## src/rtl/core/fcm_pkg.sv

```systemverilog
// Shared types and constants for the fuzzy c-means membership classifier.
`timescale 1ns / 1ps
package fcm_pkg;

    localparam int NumClusters = 4;
    localparam int NumFeatures = 3;
    localparam int NumCfgRegs  = 6;
    localparam int DefBatchSize = 2048;

    typedef struct packed {
        logic signed [31:0] feature_magnitude;
        logic signed [31:0] feature_phase;
        logic signed [31:0] feature_third;
        logic [2:0]         true_label;
        logic               start_batch;
    } sample_t;

    typedef struct packed {
        logic [16:0] membership_0;
        logic [16:0] membership_1;
        logic [16:0] membership_2;
        logic [16:0] membership_3;
        logic [1:0]  best_cluster;
        logic [10:0] cluster_slot;
        logic        label_match;
        logic [11:0] match_count;
        logic [11:0] sample_count;
    } result_t;

    // Request to the shared serial divider.
    typedef struct packed {
        logic        start;
        logic [64:0] dividend;
        logic [64:0] divisor;
    } div_req_t;

    typedef struct packed {
        logic        done;
        logic [64:0] quotient;
    } div_rsp_t;

endpackage

```

## src/rtl/core/fcm_divider.sv

```systemverilog
// Restoring radix-2 divider, one quotient bit per cycle.
`timescale 1ns / 1ps
module fcm_divider
(
    input  logic             clk,
    input  logic             rst_n,
    input  fcm_pkg::div_req_t req,
    output fcm_pkg::div_rsp_t rsp
);
    import fcm_pkg::*;

    logic [64:0] quot_reg, quot_next;
    logic [64:0] rem_reg, rem_next;
    logic [64:0] dsr_reg, dsr_next;
    logic [6:0]  cnt_reg, cnt_next;
    logic        busy_reg, busy_next;
    logic        done_reg, done_next;
    logic [65:0] trial;

    always_comb
    begin
        quot_next = quot_reg;
        rem_next  = rem_reg;
        dsr_next  = dsr_reg;
        cnt_next  = cnt_reg;
        busy_next = busy_reg;
        done_next = 1'b0;
        trial     = {rem_reg, quot_reg[64]} - {1'b0, dsr_reg};
        if (req.start)
        begin
            quot_next = req.dividend;
            rem_next  = '0;
            dsr_next  = req.divisor;
            cnt_next  = 7'd65;
            busy_next = 1'b1;
        end
        else if (busy_reg)
        begin
            if (!trial[65])
            begin
                rem_next  = trial[64:0];
                quot_next = {quot_reg[63:0], 1'b1};
            end
            else
            begin
                rem_next  = {rem_reg[63:0], quot_reg[64]};
                quot_next = {quot_reg[63:0], 1'b0};
            end
            cnt_next = cnt_reg - 7'd1;
            if (cnt_reg == 7'd1)
            begin
                busy_next = 1'b0;
                done_next = 1'b1;
            end
        end
    end

    always_ff @(posedge clk or negedge rst_n)
    begin
        if (!rst_n)
        begin
            cnt_reg  <= '0;
            busy_reg <= 1'b0;
            done_reg <= 1'b0;
        end
        else
        begin
            cnt_reg  <= cnt_next;
            busy_reg <= busy_next;
            done_reg <= done_next;
        end
    end

    always_ff @(posedge clk)
    begin
        quot_reg <= quot_next;
        rem_reg  <= rem_next;
        dsr_reg  <= dsr_next;
    end

    assign rsp.done     = done_reg;
    assign rsp.quotient = quot_reg;
endmodule

```

## src/rtl/core/fcm_squarer.sv

```systemverilog
// Serial squarer: a*a by shift-and-add, four multiplier bits per cycle.
`timescale 1ns / 1ps
module fcm_squarer
(
    input  logic        clk,
    input  logic        rst_n,
    input  logic        start,
    input  logic [31:0] operand,
    output logic        done,
    output logic [63:0] square
);
    import fcm_pkg::*;

    logic [63:0] acc_reg, acc_next;
    logic [31:0] mcand_reg, mcand_next;
    logic [31:0] mplier_reg, mplier_next;
    logic [3:0]  cnt_reg, cnt_next;
    logic        busy_reg, busy_next;
    logic        done_reg, done_next;
    logic [35:0] partial;

    always_comb
    begin
        acc_next    = acc_reg;
        mcand_next  = mcand_reg;
        mplier_next = mplier_reg;
        cnt_next    = cnt_reg;
        busy_next   = busy_reg;
        done_next   = 1'b0;
        partial     = 36'(mcand_reg) * 36'(mplier_reg[3:0]);
        if (start)
        begin
            acc_next    = '0;
            mcand_next  = operand;
            mplier_next = operand;
            cnt_next    = 4'd8;
            busy_next   = 1'b1;
        end
        else if (busy_reg)
        begin
            // newest digit lands at the top; shift right each step
            acc_next    = {4'd0, acc_reg[63:4]}
                          + {partial, 28'd0};
            mplier_next = {4'd0, mplier_reg[31:4]};
            cnt_next    = cnt_reg - 4'd1;
            if (cnt_reg == 4'd1)
            begin
                busy_next = 1'b0;
                done_next = 1'b1;
            end
        end
    end

    always_ff @(posedge clk or negedge rst_n)
    begin
        if (!rst_n)
        begin
            cnt_reg  <= '0;
            busy_reg <= 1'b0;
            done_reg <= 1'b0;
        end
        else
        begin
            cnt_reg  <= cnt_next;
            busy_reg <= busy_next;
            done_reg <= done_next;
        end
    end

    always_ff @(posedge clk)
    begin
        acc_reg    <= acc_next;
        mcand_reg  <= mcand_next;
        mplier_reg <= mplier_next;
    end

    // after eight steps the first digit has reached bit 0: full product
    assign square = acc_reg;
    assign done   = done_reg;
endmodule

```

## src/rtl/core/fuzzy_cmeans_membership_classifier.sv

```systemverilog
// Top level: fuzzy c-means (m = 2) membership classifier, four clusters.
//
// Usage: samples arrive on in_valid/in_stall as a packed sample_t request;
// results leave on out_valid/out_stall as a packed result_t. Centers are
// written through cfg_valid/cfg_ready/cfg_index/cfg_data while idle; index
// i holds center coordinates 2i (low half) and 2i+1 (high half).
// One sample is worked at a time. From acceptance to out_valid the block
// runs twelve serial squarings, a minimum step, eight divisions (four for
// the ratios, four for rounding) on one shared radix-2 divider, and a
// finishing step. It takes a new sample only once the result has left.
// A sample on a center skips all divisions; a squared distance that is
// zero once scaled down by four skips the ratios.
// in_stall is high from acceptance until the result is taken.
// The result sits in an output register until out_stall is low; the block
// takes no new sample meanwhile. Reset clears centers, counters and all
// control state; no result is pending after reset.
`timescale 1ns / 1ps
module fuzzy_cmeans_membership_classifier
#(
    parameter int BATCH_SIZE = fcm_pkg::DefBatchSize
)
(
    input  logic             clk,
    input  logic             rst_n,
    input  logic             in_valid,
    output logic             in_stall,
    input  fcm_pkg::sample_t in_data,
    output logic             out_valid,
    input  logic             out_stall,
    output fcm_pkg::result_t out_data,
    input  logic             cfg_valid,
    output logic             cfg_ready,
    input  logic [2:0]       cfg_index,
    input  logic [63:0]      cfg_data
);
    import fcm_pkg::*;

    localparam int CountCap = (BATCH_SIZE > 4095) ? 4095 : BATCH_SIZE;
    localparam int SlotCap  = ((BATCH_SIZE - 1) > 2047) ? 2047 : (BATCH_SIZE - 1);

    typedef enum logic [3:0] {
        S_IDLE, S_SQ_START, S_SQ_WAIT, S_MIN, S_DIV_START, S_DIV_WAIT,
        S_RND_START, S_RND_WAIT, S_FINISH, S_OUT
    } state_t;

    state_t      state_reg;
    logic [63:0] center_reg [NumCfgRegs];
    sample_t     smp_reg;
    logic [63:0] dist_reg [NumClusters];
    logic [NumClusters-1:0] hit_reg;
    logic [1:0]  ci_reg;
    logic [1:0]  fi_reg;
    logic [63:0] mm_reg;
    logic [32:0] q_reg [NumClusters];
    logic [34:0] total_reg;
    logic [16:0] u_reg [NumClusters];
    logic [10:0] slot_reg [NumClusters];
    logic [11:0] matches_reg, samples_reg;
    logic [5:0]  shift_reg;
    result_t     res_reg;

    logic        sq_start, sq_done;
    logic [63:0] sq_out;
    logic [31:0] sq_operand;
    div_req_t    div_req;
    div_rsp_t    div_rsp;

    logic [3:0]         coord_idx;
    logic signed [32:0] feat_sel, cen_sel, diff;
    logic [63:0]        cmin;
    logic [6:0]         mlen;
    logic [63:0]        e_sel;

    always_comb
    begin
        coord_idx = 4'(ci_reg) * 4'd3 + 4'(fi_reg);
        case (fi_reg)
            2'd0:    feat_sel = 33'(smp_reg.feature_magnitude);
            2'd1:    feat_sel = 33'(smp_reg.feature_phase);
            default: feat_sel = 33'(smp_reg.feature_third);
        endcase
        if (coord_idx[0])
            cen_sel = 33'(signed'(center_reg[coord_idx[3:1]][63:32]));
        else
            cen_sel = 33'(signed'(center_reg[coord_idx[3:1]][31:0]));
        diff = feat_sel - cen_sel;
        sq_operand = diff[32] ? 32'(-diff) : diff[31:0];
        cmin = dist_reg[0];
        for (int k = 1; k < NumClusters; k++)
            if (dist_reg[k] < cmin)
                cmin = dist_reg[k];
        mlen = 7'd0;
        for (int b = 0; b < 64; b++)
            if (cmin[b])
                mlen = 7'(b + 1);
        e_sel = dist_reg[ci_reg] >> shift_reg;
    end

    fcm_squarer u_sq
    (
        .clk     (clk),
        .rst_n   (rst_n),
        .start   (sq_start),
        .operand (sq_operand),
        .done    (sq_done),
        .square  (sq_out)
    );

    fcm_divider u_div
    (
        .clk   (clk),
        .rst_n (rst_n),
        .req   (div_req),
        .rsp   (div_rsp)
    );

    assign sq_start  = (state_reg == S_SQ_START);
    assign in_stall  = (state_reg != S_IDLE);
    assign cfg_ready = (state_reg == S_IDLE);
    assign out_valid = (state_reg == S_OUT);
    assign out_data  = res_reg;

    always_comb
    begin
        div_req.start    = 1'b0;
        div_req.dividend = {1'b0, mm_reg[31:0], 32'd0};
        div_req.divisor  = {1'b0, e_sel};
        if (state_reg == S_DIV_START)
            div_req.start = (e_sel != 64'd0);
        else if (state_reg == S_RND_START)
        begin
            div_req.start    = 1'b1;
            div_req.dividend = 65'({q_reg[ci_reg], 16'd0}) + 65'(total_reg[34:1]);
            div_req.divisor  = 65'(total_reg);
        end
    end

    logic [1:0]  best;
    logic [10:0] slot_now;
    logic        match;
    logic [11:0] mt_base, sp_base;

    always_comb
    begin
        best = 2'd0;
        for (int k = 0; k < NumClusters; k++)
            if (u_reg[k] >= u_reg[best])
                best = 2'(k);
        match    = (smp_reg.true_label != 3'd0) && ({1'b0, best} == smp_reg.true_label - 3'd1);
        slot_now = smp_reg.start_batch ? 11'd0 : slot_reg[best];
        mt_base  = smp_reg.start_batch ? 12'd0 : matches_reg;
        sp_base  = smp_reg.start_batch ? 12'd0 : samples_reg;
    end

    always_ff @(posedge clk or negedge rst_n)
    begin
        if (!rst_n)
        begin
            state_reg   <= S_IDLE;
            for (int k = 0; k < NumCfgRegs; k++)
                center_reg[k] <= '0;
            for (int k = 0; k < NumClusters; k++)
                slot_reg[k] <= '0;
            matches_reg <= '0;
            samples_reg <= '0;
            ci_reg      <= '0;
            fi_reg      <= '0;
        end
        else
        begin
            unique case (state_reg)
                S_IDLE:
                begin
                    if (cfg_valid && cfg_index < 3'(NumCfgRegs))
                        center_reg[cfg_index] <= cfg_data;
                    if (in_valid)
                    begin
                        ci_reg    <= '0;
                        fi_reg    <= '0;
                        state_reg <= S_SQ_START;
                    end
                end
                S_SQ_START:
                    state_reg <= S_SQ_WAIT;
                S_SQ_WAIT:
                begin
                    if (sq_done)
                    begin
                        if (fi_reg == 2'd2)
                        begin
                            fi_reg <= '0;
                            ci_reg <= ci_reg + 2'd1;
                            state_reg <= (ci_reg == 2'd3) ? S_MIN : S_SQ_START;
                        end
                        else
                        begin
                            fi_reg    <= fi_reg + 2'd1;
                            state_reg <= S_SQ_START;
                        end
                    end
                end
                S_MIN:
                begin
                    ci_reg <= '0;
                    if (hit_reg != '0)
                        state_reg <= S_FINISH;
                    else if (cmin == 64'd0)
                        state_reg <= S_RND_START;
                    else
                        state_reg <= S_DIV_START;
                end
                S_DIV_START:
                begin
                    if (e_sel != 64'd0)
                        state_reg <= S_DIV_WAIT;
                    else
                    begin
                        // zero divisor: ratio stays zero, move on
                        ci_reg    <= ci_reg + 2'd1;
                        state_reg <= (ci_reg == 2'd3) ? S_RND_START : S_DIV_START;
                    end
                end
                S_DIV_WAIT:
                begin
                    if (div_rsp.done)
                    begin
                        ci_reg    <= ci_reg + 2'd1;
                        state_reg <= (ci_reg == 2'd3) ? S_RND_START : S_DIV_START;
                    end
                end
                S_RND_START:
                    state_reg <= (total_reg == 35'd0) ? S_FINISH : S_RND_WAIT;
                S_RND_WAIT:
                begin
                    if (div_rsp.done)
                    begin
                        ci_reg    <= ci_reg + 2'd1;
                        state_reg <= (ci_reg == 2'd3) ? S_FINISH : S_RND_START;
                    end
                end
                S_FINISH:
                begin
                    for (int k = 0; k < NumClusters; k++)
                        if (2'(k) == best)
                            slot_reg[k] <= (slot_now < 11'(SlotCap)) ? slot_now + 11'd1
                                                                     : slot_now;
                        else if (smp_reg.start_batch)
                            slot_reg[k] <= '0;
                    matches_reg <= (match && mt_base < 12'(CountCap)) ? mt_base + 12'd1 : mt_base;
                    samples_reg <= (sp_base < 12'(CountCap)) ? sp_base + 12'd1 : sp_base;
                    state_reg   <= S_OUT;
                end
                S_OUT:
                    if (!out_stall)
                        state_reg <= S_IDLE;
                default:
                    state_reg <= S_IDLE;
            endcase
        end
    end

    always_ff @(posedge clk)
    begin
        if (state_reg == S_IDLE && in_valid)
        begin
            smp_reg   <= in_data;
            hit_reg   <= '1;
            total_reg <= '0;
            for (int k = 0; k < NumClusters; k++)
            begin
                dist_reg[k] <= '0;
                q_reg[k]    <= '0;
                u_reg[k]    <= '0;
            end
        end
        if (state_reg == S_SQ_START && sq_operand != 32'd0)
            hit_reg[ci_reg] <= 1'b0;
        if (state_reg == S_SQ_WAIT && sq_done)
            dist_reg[ci_reg] <= dist_reg[ci_reg] + {2'd0, sq_out[63:2]};
        if (state_reg == S_MIN)
        begin
            shift_reg <= (mlen > 7'd32) ? 6'(mlen - 7'd32) : 6'd0;
            mm_reg    <= (mlen > 7'd32) ? (cmin >> (mlen - 7'd32)) : cmin;
            if (hit_reg != '0)
            begin
                for (int k = 0; k < NumClusters; k++)
                    u_reg[k] <= '0;
                if (hit_reg[3])      u_reg[3] <= 17'd65536;
                else if (hit_reg[2]) u_reg[2] <= 17'd65536;
                else if (hit_reg[1]) u_reg[1] <= 17'd65536;
                else                 u_reg[0] <= 17'd65536;
            end
            else if (cmin == 64'd0)
            begin
                for (int k = 0; k < NumClusters; k++)
                    q_reg[k] <= (dist_reg[k] == 64'd0) ? 33'h1_0000_0000 : 33'd0;
                total_reg <= {2'd0, (dist_reg[0] == 64'd0), 32'd0}
                             + {2'd0, (dist_reg[1] == 64'd0), 32'd0}
                             + {2'd0, (dist_reg[2] == 64'd0), 32'd0}
                             + {2'd0, (dist_reg[3] == 64'd0), 32'd0};
            end
        end
        if (state_reg == S_DIV_WAIT && div_rsp.done)
        begin
            q_reg[ci_reg] <= div_rsp.quotient[32:0];
            total_reg     <= total_reg + 35'(div_rsp.quotient[32:0]);
        end
        if (state_reg == S_RND_WAIT && div_rsp.done)
            u_reg[ci_reg] <= div_rsp.quotient[16:0];
        if (state_reg == S_FINISH)
        begin
            res_reg.membership_0 <= u_reg[0];
            res_reg.membership_1 <= u_reg[1];
            res_reg.membership_2 <= u_reg[2];
            res_reg.membership_3 <= u_reg[3];
            res_reg.best_cluster <= best;
            res_reg.cluster_slot <= slot_now;
            res_reg.label_match  <= match;
            res_reg.match_count  <= (match && mt_base < 12'(CountCap)) ? mt_base + 12'd1 : mt_base;
            res_reg.sample_count <= (sp_base < 12'(CountCap)) ? sp_base + 12'd1 : sp_base;
        end
    end
endmodule
```

## config.mk

```make
export PLATFORM = sky130hd
export DESIGN_NAME = fuzzy_cmeans_membership_classifier
export DESIGN_NICKNAME = d
export VERILOG_FILES = /design/src/rtl/core/fcm_pkg.sv /design/src/rtl/core/fcm_divider.sv /design/src/rtl/core/fcm_squarer.sv /design/src/rtl/core/fuzzy_cmeans_membership_classifier.sv
export SDC_FILE = /design/constraint.sdc
export NUM_CORES = 2
export LEC_CHECK = 0
export CORE_MARGIN = 1
export CORE_UTILIZATION = 40
export CTS_BUF_LIST = sky130_fd_sc_hd__clkbuf_2 sky130_fd_sc_hd__clkbuf_4 sky130_fd_sc_hd__clkbuf_8
export CTS_CLUSTER_SIZE = 16
export DETAILED_ROUTE_END_ITERATION = 8
export DONT_BUFFER_PORTS = 1
export SLEW_MARGIN = 10
export SYNTH_ARGS = -nofsm -noshare
export SYNTH_HDL_FRONTEND = slang
export SYNTH_SLANG_ARGS = --single-unit
```

## constraint.sdc

```tcl
create_clock -name clk -period 12.6 [get_ports clk]
set_input_delay 0.63 -clock clk [delete_from_list [all_inputs] [get_ports clk]]
set_output_delay 0.63 -clock clk [all_outputs]
set_load 0.005 [all_outputs]
```

* After elaboration in Yosys (flattened, before gate mapping)
Memories as Yosys holds them, arrays and structs flattened. A register that Yosys moved wholly into a read port is not among the register bits.
Cells that the tools add are included.
** Storage, ports and cells
- Bits in registers :: 1064
- Output and inout port bits :: 109
- Bits in writable memories :: 456
- Memories :: 3
- Bits of input ports :: 172
- Logic and storage cells :: 388
** Memories
- dist_reg :: words 4, bits a word 64, read ports 5, clocked after memory_dff 0, wr ports 4, line fuzzy_cmeans_membership_classifier.sv:49 : logic [63:0] dist_reg [NumClusters];
- q_reg :: words 4, bits a word 33, read ports 1, clocked after memory_dff 0, wr ports 4, line fuzzy_cmeans_membership_classifier.sv:54 : logic [32:0] q_reg [NumClusters];
- u_reg :: words 4, bits a word 17, read ports 7, clocked after memory_dff 1, wr ports 4, line fuzzy_cmeans_membership_classifier.sv:56 : logic [16:0] u_reg [NumClusters];
** Operators by class
- Reduce and logical (&&, ||, !) cells :: 44
- Bitwise logic cells :: 17
- Order comparisons :: 17
- Multipliers :: 2
- Shift-type cells :: 2
- Add/subtract/negate cells :: 20
- Equal/unequal tests :: 26
- Mux-type cells :: 212
** Operators with widths (number)
- 2-to-1 mux 7 bit :: 65
- 2-to-1 mux 64 bit :: 7
- bitwise mux 384 bit :: 1
- 2-to-1 mux 33 bit :: 10
- logical NOT 64 bit :: 5
- 2-to-1 mux 65 bit :: 3
- binary-select mux 64 bit (select 3 bit) :: 1
- demux 64 bit (select 3 bit) :: 1
- less-than comparator 64 bit :: 3
- 2-to-1 mux 35 bit :: 5
- 2-to-1 mux 17 bit :: 9
- 2-to-1 mux 131 bit :: 1
- 2-to-1 mux 130 bit :: 1
- 2-to-1 mux 32 bit :: 4
- 2-to-1 mux 11 bit :: 9
- adder 35 x 33 -> 35 bit :: 2
- case mux 33 bit (2 select lines) :: 1
- subtractor 66 x 65 -> 66 bit :: 1
- adder 60 x 64 -> 64 bit :: 1
- adder 64 x 62 -> 64 bit :: 1
- nonzero test 64 bit :: 1
- OR reduction 64 bit :: 1
- right shift 64 x 6 -> 64 bit :: 1
- right shift 64 x 7 -> 32 bit :: 1
- other kinds (67) :: 205

* Depth between registers and ports, before layout
An unclocked memory read counts as a cell.
- Word-level depth :: 74
- Depth in mapped cells :: 62
- Gate-level depth less buffers :: 57

* Modules after synthesis
A second synthesis with hierarchy kept.
** Second synthesis, totals
- Cells, all modules :: 9493
- Area total of the unflattened synthesis :: 99136.3 um^2
** By module, submodules not included
- fuzzy_cmeans_membership_classifier :: area an instance 76318.2 um^2, cells each 7107, instances 1, sequential area each 33311.9 um^2
- fcm_divider :: area an instance 12230.5 um^2, cells each 1260, instances 1, sequential area each 5430.2 um^2
- fcm_squarer :: area an instance 10587.7 um^2, cells each 1126, instances 1, sequential area each 3353.2 um^2

* Worst setup path before layout
No wires, ideal clock.
- Kind :: reg-to-reg
- Start point :: memory dist_reg[1][29]
- End point :: memory q_reg[1][0], enable pin
- Arrival time :: 11.606 ns
- Stages on the path, launching flop included :: 52
- Period minus slack after synthesis :: 11.995 ns
- Slack :: 0.605 ns
- Setup time :: 0.389 ns
- Required time :: 12.211 ns
- Buffers on the path :: 15
- Cells stage by stage :: edfxtp_1 -> ha_1 -> a211oi_2 -> nor2_1 -> a21oi_1 -> a311oi_1 -> a211o_1 -> a311o_1 -> nor2_1 -> clkbuf_1 -> clkbuf_1 -> buf_1 -> a21oi_1 -> ha_1 -> a21o_1 -> a211oi_1 -> o21ai_1 -> a21o_1 -> [... 16 more ...] -> o21ai_0 -> nor3_1 -> nand3_1 -> o22ai_1 -> o21a_1 -> clkbuf_1 -> clkbuf_1 -> clkbuf_1 -> nand3_1 -> a22oi_1 -> nand4bb_1 -> nor2_1 -> nand2_1 -> or4_1 -> clkbuf_1 -> nand2_2 -> buf_2 -> a21o_1
** RTL lines (line)
- from (decl) :: fuzzy_cmeans_membership_classifier.sv:49
- to (decl) :: fuzzy_cmeans_membership_classifier.sv:54

==> results.yml <==
setup_path:
  timing.critical_path.buf_inv: 15
  rrSetupSlack_ps: 440
  regToRegEndpoint: "mm_reg[11]"
  r2r_start: "dist_reg[1][30]"
  cp_slowest_cell: "o32ai_1"
  critPathRequiredTime_ps: 13330
  cp.depth: 52
  cp-start-kind: "flip-flop"
  reg2regPathDepth: 52
  crit_family: "compound AO/OA/AOI/OAI gates"
  crit_path_max_incr_delay_ps: 600
  path_class: "flip-flop to flip-flop"
  cpMostUsedCell: "buf_4"
  cp-end-kind: "flip-flop"
  worstPathMaxFanout: 47
  arrival_ps: 12890
cells_and_area:
  layout_commonest_cell: "edfxtp_1"
  drive_gt1_share_pct: 18.96
  utilization_pct: 46.25
  largest_reg_flops: 384
  finalNetCount: 11078
  fin_cells: 13742
  mostFrequentLayoutCells: "edfxtp_1 (893), nand2_1 (874), nor2_1 (853)"
  fillers: 22770
  area_growth_pct: 15.04
clock_network:
  cts.clk_slew.worst_paths_ps: 60
  cts_buffer_depth: 4
  cts_root_buffer: "clkbuf_8"
  htree_levels: 5
  cts_tree: "built"
  clkLatencyLatePin_ps: 1140
  cts_inserted_buffers: 291
  cts.sinks: 1534
detailed_routing:
  detail-route-antenna-nets: 0
  first_iter_violations: 7581
  drc: 0
  vias: 80845
  wl_mm: 331.1
  routed_via_density: 5.883
  drt_first_pass_iters: 8
  avgRoutedWirePerCell_um: 24.09
global_route:
  grt_overflow: 0
  grt_use_met2_pct: 41.67
  grtUsageMet3_pct: 4.275
  antenna_found_initial: 20
  grt_max_degree: 164
  grt.busiest_layer: "met2"
  grt_use_met1_pct: 33.78
  grt_pass1_wl_mm: 498.4
  track_usage_pct: 25.97
  grt_pass1_vias: 79928
worst_hold_path:
  hold-path-endpoint: "state_reg[1]"
  hold_class: "input pin to flip-flop"
  hp-start: "in_valid"
  whs_path_depth: 2
synthesis:
  synth_top_cell_area_share_pct: 27.14
  yosysSeqAreaShare_pct: 42.54
  synth_edf_count: 893
  yosys_warnings: 0
  synthTopCellsByArea: "edfxtp_1 (27%), dfrtp_1 (12%), ha_1 (6.8%)"
  synth.avg_cell_area_um2: 10.16
  yosys_register_bits: 1534
  yosys_most_used_dff: "edfxtp_1"
  synth_top_cell_by_area: "edfxtp_1"
  async_reset_ff_share_pct: 30.96
  synth_cell_type_count: 118
  syn-cell-area_um2: 98790
  synth_nets: 10495
  synthCells: 9719
placement:
  place.gp.congestion: 1.007
  pre_cts_slack_ps: 495.7
  port_buffers: 0
  hpwlAfterDp_mm: 244.8
  placed_cells: 13052
floorplanning:
  die_h_um: 499.0
  fp.dieArea_um2: 249000
  design.core.area_um2: 245700
  start_util_pct: 40.21
  die_w_um: 499.0
  rows: 182
  io-pin-count: 281
timing:
  tns_ps: 0
  clock_skew_ps: 164.2
  setup_viol: 0
  min_period_ps: 12160
  tightest_slew_ps: 1293
  fmax_mhz: 82.24
  hold_violations: 0
  slew_violations: 0
  grt_setup_unrepaired: "no"
  setup_ws_ps: 441.0
  period_share_pct: 96.50
  slew_headroom_pct: 13.77
power_and_ir_drop:
  ir_drop_uv: 157.1
  p_leak_nw: 48.29
  power_mw: 10.36
  power_density_nw_per_um2: 91.14
run:
  drv_cap: 0
run_status:
  status: "finished clean"
==> layout make-up <==
cell class	count	area, um2	area share, %
timing repair buffer	819	6898	6.069
clock buffer	402	4989	4.389
sequential	1534	42040	36.99
antenna	16	40.04	0.03523
clock inverter	95	768.2	0.6760
inverter	474	1787	1.572
tap	3220	4029	3.545
multi-input combinational	7182	53100	46.72
==> cells in the mapped netlist, types with 23 or more instances <==
master	number
xnor2_1	183
a21boi_0	23
clkbuf_1	388
o21a_1	73
nor4_1	96
a21o_1	137
mux2_2	516
o31ai_1	38
o21ai_0	573
xor2_1	101
nor2_1	859
or3_1	42
and2_1	95
o22ai_1	57
nand4_1	104
ha_1	535
mux2i_1	296
mux4_2	216
a21oi_1	635
fa_1	69
a22oi_1	49
nand2b_1	77
o211ai_1	71
nor2b_1	69
dfrtp_1	475
buf_2	39
inv_1	469
o221ai_1	24
nor3_1	172
o21ai_1	27
and3_1	258
edfxtp_1	893
dfxtp_1	166
o21bai_1	40
or2_2	32
nand2_1	884
a211o_1	25
nand3_1	241
a211oi_1	79
a31oi_1	59
buf_1	82
==> worst max-delay path by stage <==
stage                               start      endpoint  slack [ps]
after floorplan           dist_reg[1][29]   q_reg[1][0]         600
after global placement        u_reg[1][0]  slot_reg[32]         180
after detailed placement  dist_reg[1][17]    mm_reg[17]         500
after CTS                 dist_reg[1][17]    mm_reg[17]         370
after global routing          u_reg[1][0]  slot_reg[31]          30
final                     dist_reg[1][30]    mm_reg[11]         440
==> routing by layer <==
metal	wire length, um	share of wire (%)
met3	22720	6.9
met1	137800	42
met5	145	0.044
met2	151900	46
met4	18500	5.6
==> metrics by stage <==
stage | area, um2 | hold WS, ps
finish | 113700 | 104.3
global route | 113600 | 31.25
CTS | 113500 | 3.242
detailed placement | 106000 | 335.5
global placement | 106000 | 335.3
floorplan | 98790 | 334.4
==> cells by family (layout without fill, tap and decap cells) <==
| group | after synthesis | in the layout | synth area share [%] |
|---|---|---|---|
| AO/OA/AOI/OAI | 2229 | 2229 | 14.42 |
| adder cells (fa/ha/maj) | 609 | 609 | 8.225 |
| other | 0 | 16 | 0 |
| XOR/XNOR | 284 | 284 | 2.518 |
| flip-flops | 1534 | 1534 | 42.54 |
| AND/OR/NAND/NOR | 3021 | 3022 | 14.37 |
| buffers and inverters | 1004 | 1790 | 3.986 |
| multiplexers | 1038 | 1038 | 13.94 |
==> power by group <==
part	switching (mW)	leakage, nW	internal (mW)
registers	0	14.6	5.27
clock network	2.20	3.04	2.78
logic	0.0566	30.7	0.0400
total	2.26	48.3	8.10
==> what timing repair did <==
action / 4_1_cts / 5_1_grt
resized for setup: 0 / 12
endpoints found under the hold margin: 673 / 0
setup endpoints to repair: 0 / 67
buffers inserted: 0 / 5
hold buffers: 170 / 0
No activity file was read; power rests on OpenSTA's default activity.
